==> config.mk <==
export PLATFORM = sky130hd
export DESIGN_NAME = ytem_sift_cmp
export DESIGN_NICKNAME = d
export VERILOG_FILES = /design/src/rtl/core/young_tableau_extract_min_macros.svh /design/src/rtl/core/ytem_pkg.sv /design/src/rtl/core/ytem_sift_cmp.sv
export SDC_FILE = /design/constraint.sdc
export NUM_CORES = 1
export LEC_CHECK = 0
export BUFFER_PORTS_ARGS = -buffer_cell sky130_fd_sc_hd__buf_2
export CAP_MARGIN = 20
export CELL_PAD_IN_SITES_DETAIL_PLACEMENT = 0
export CELL_PAD_IN_SITES_GLOBAL_PLACEMENT = 2
export CORE_MARGIN = 2
export CORE_UTILIZATION = 24
export DETAILED_ROUTE_END_ITERATION = 10
export PLACE_DENSITY = 0.9
export SYNTH_ARGS = -nofsm -noshare
export SYNTH_HDL_FRONTEND = slang
export SYNTH_SLANG_ARGS = --single-unit
==> constraint.sdc <==
create_clock -name vclk -period 6.07
set_clock_uncertainty 0.2 [all_clocks]
set_input_delay 0.607 -clock vclk [all_inputs]
set_output_delay 0.607 -clock vclk [all_outputs]
set_load 0.005 [all_outputs]
==> src/rtl/core/young_tableau_extract_min_macros.svh <==
// Assertion macros used by the young tableau top level.
`ifndef YOUNG_TABLEAU_EXTRACT_MIN_MACROS_SVH
`define YOUNG_TABLEAU_EXTRACT_MIN_MACROS_SVH

// same-cycle implication
`define YTEM_ASSERT_NOW(lbl, clk, rst_n, ante, cons) \
	lbl: assert property (@(posedge clk) disable iff (!rst_n) (ante) |-> (cons)) \
		else $error("young tableau check failed");

// next-cycle implication
`define YTEM_ASSERT_NEXT(lbl, clk, rst_n, ante, cons) \
	lbl: assert property (@(posedge clk) disable iff (!rst_n) (ante) |=> (cons)) \
		else $error("young tableau check failed");

`endif

==> src/rtl/core/ytem_pkg.sv <==
// Types and constants of the young tableau extract-min block.
package ytem_pkg;

	localparam logic signed [15:0] EMPTY_MARK = 16'sd9999;

	localparam logic CMD_WRITE   = 1'b0;
	localparam logic CMD_EXTRACT = 1'b1;

	localparam int CFG_IDX_W  = 1;
	localparam int CFG_DATA_W = 5;
	localparam logic [CFG_IDX_W-1:0] CFG_ROWS = 1'b0;
	localparam logic [CFG_IDX_W-1:0] CFG_COLS = 1'b1;

	typedef struct packed {
		logic               cmd;
		logic [3:0]         row;
		logic [3:0]         col;
		logic signed [15:0] value;
	} cmd_word_t;

	typedef struct packed {
		logic signed [15:0] min_value;
		logic               empty_res;
	} res_word_t;

	typedef struct packed {
		logic               stop;
		logic               take_down;
		logic signed [15:0] mv;
	} sift_dec_t;

endpackage

==> src/rtl/core/ytem_sift_cmp.sv <==
// Sift step decision: picks the neighbor that moves into the hole.
module ytem_sift_cmp
	import ytem_pkg::*;
(
	input  logic signed [15:0] down_raw,
	input  logic signed [15:0] right_raw,
	input  logic               down_out,
	input  logic               right_out,
	output sift_dec_t          dec
);

	logic signed [15:0] down_v;
	logic signed [15:0] right_v;
	logic               both_empty;
	logic               take_down;

	assign down_v     = down_out  ? EMPTY_MARK : down_raw;
	assign right_v    = right_out ? EMPTY_MARK : right_raw;
	assign both_empty = (down_v == EMPTY_MARK) && (right_v == EMPTY_MARK);
	// tie goes right
	assign take_down  = down_v < right_v;

	assign dec.take_down = take_down;
	assign dec.mv        = take_down ? down_v : right_v;
	assign dec.stop      = both_empty || (take_down ? down_out : right_out);

endmodule

==> flow_summary.ini <==
[run_status]
outcome = finished, final reports clean

[worst_setup_path]
end_kind = output pin
required_ps = 5260
worstSetupPathType = in2out
arrival_ps = 3580
cp_slowest_cell = or4_1
worst-path-buf-inv = 4
startpoint_type = input port
path_max_fanout = 17
crit_start = down_out
slowest_delay_ps = 680
crit_chain = buf_2 -> clkinv_1 -> nand2_1 -> inv_1 -> ha_1 -> and4_1 -> a21oi_1 -> nand2_1 -> or4_1 -> and2_4 -> a211o_1 -> buf_2
crit_family = simple AND/OR/NAND/NOR gates

[timing]
hold_viol = 0
setup_ws_ps = 1680
final.min_clock_period_ps = 4390
tightest_slew_ps = 444
max_slew_margin_pct = 69.7
finalCritPeriodShare_pct = 72.4
clock.fmax_mhz = 228
drv_slew = 0
rsz0062_at_grt = no
finalSetupViolCount = 0
setup_tns_ps = 0

[grt]
grt_pass1_wl_mm = 4.71
antenna_found_initial = 0
grt_max_degree = 18
grtUsageTotal_pct = 13.6
grt_pass1_vias = 1054
grt_overflow = 0

[worst_hold_path]
worstHoldEndpoint = dec[12]
hold_depth = 4
worstHoldStart = down_raw[12]
hold_class = in2out

[route]
vias = 1091
drt_iter0_markers = 58
vias_per_cell = 4.81
wl_per_cell_um = 12.6
drc_errors = 0
drt_first_pass_iters = 4
postRouteAntennaNets = 0
drt-total-wl_mm = 2.86

[placement]
dp_slack_ps = 1720
io_buffers = 52
globalplace.congestion = 0.858
hpwl_mm = 2.46

[finish]
antennaDiodeCount = 0
nets = 228
final_common_cell = buf_2
seqCellArea_um2 = 0
area_delta_synth_final_pct = 30.6
n_clock_buffer = 0
seq_cell_count = 0
layout_common_cells = buf_2 (52), nand2_1 (20), a21oi_1 (15)
drive_gt1_share_pct = 34.6
fillerInstances = 422

[logic_synthesis]
synth_area_leaders = ha_1 (18%), mux2i_1 (11%), a21oi_1 (8.5%), nand2_1 (8.5%), nor2_1 (5.1%)
syn_avg_cell_area_um2 = 6.63
yosys.area.top_type_share_pct = 18.4
syn_area_um2 = 882
ys_types = 39
seq_area_frac_synth_pct = 0
synth_fp_nets = 180
syn_inst = 133
synth_top_area_cell = ha_1
yosysWarnings = 0

[floorplanning]
die_area_mm2 = 0.00418
die_y_um = 64.6
die-width_um = 64.6
top_level_ports = 52
core_area_mm2 = 0.00361
rows = 22
initial_core_util_pct = 24.5

[clock_tree]
cts_resized = 0
hold_buffers = 0
cts_setup_buffers = 0

[power]
leakagePower_nw = 0.633
vdd_ir_drop_max_mv = 0.0348
powerDensity_mw_per_mm2 = 98.1

[run]
maxCapViolCount = 0
## Yosys cell counts, types with 2 or more instances
master / instances
nand2_1: 20
a21oi_1: 15
ha_1: 13
nor2_1: 12
inv_1: 10
mux2i_1: 10
or2_2: 5
buf_6: 3
nand4b_1: 3
nor3_1: 3
a211o_1: 2
a21o_1: 2
a31oi_1: 2
and4_1: 2
clkinv_1: 2
nand2b_1: 2
nand3_1: 2
nand4_1: 2
nor4_1: 2
or4_1: 2
## how the worst max path moves through the flow
stage,depth (start not counted),to
floorplan,14,dec[11]
global placement,12,dec[17]
detailed placement,12,dec[17]
CTS,12,dec[17]
global route,12,dec[17]
finish,12,dec[17]
## area by class of cell
cell class / count / area [um2] / share of cell area [%]
multi-input cells: 115 / 787 / 68.3
repair buffers: 52 / 260 / 22.6
well taps: 48 / 60.1 / 5.21
inverters: 12 / 45.0 / 3.91
## kinds of logic after synthesis
group / after synthesis / share of synthesized area, %
AND/OR/NAND/NOR: 62 / 37.0
AO/OA/AOI/OAI: 29 / 21.1
buffers and inverters: 18 / 10.8
adder cells (fa/ha/maj): 13 / 18.4
multiplexers: 11 / 12.6
## through the flow
stage / util, % / instance area (um2) / hold slack [ps] / power (mW) / instances
after CTS: 32.0 / 1150 / 1380 / 0.114 / 227
after global placement: 32.0 / 1150 / 1380 / 0.115 / 227
final: 32.0 / 1150 / 1370 / 0.113 / 227
after floorplan: - / 882 / 1140 / 0.0780 / 133
after detailed placement: 32.0 / 1150 / 1380 / 0.114 / 227
after global routing: 32.0 / 1150 / 1400 / 0.127 / 227
## per-layer routing
layer	vias up	GRT usage, %	wire [um]
met2	30	22.8	1190
met3	2	1.56	163
met1	482	19.5	1490
li1	577	-	-
met4	0	1.06	22
met5	-	0	0
## power breakdown
group	switching (mW)	internal [mW]
combinational	0.0608	0.0523
clock	0	0
sequential	0	0
Note: power is estimated with default switching activity, not from simulation.
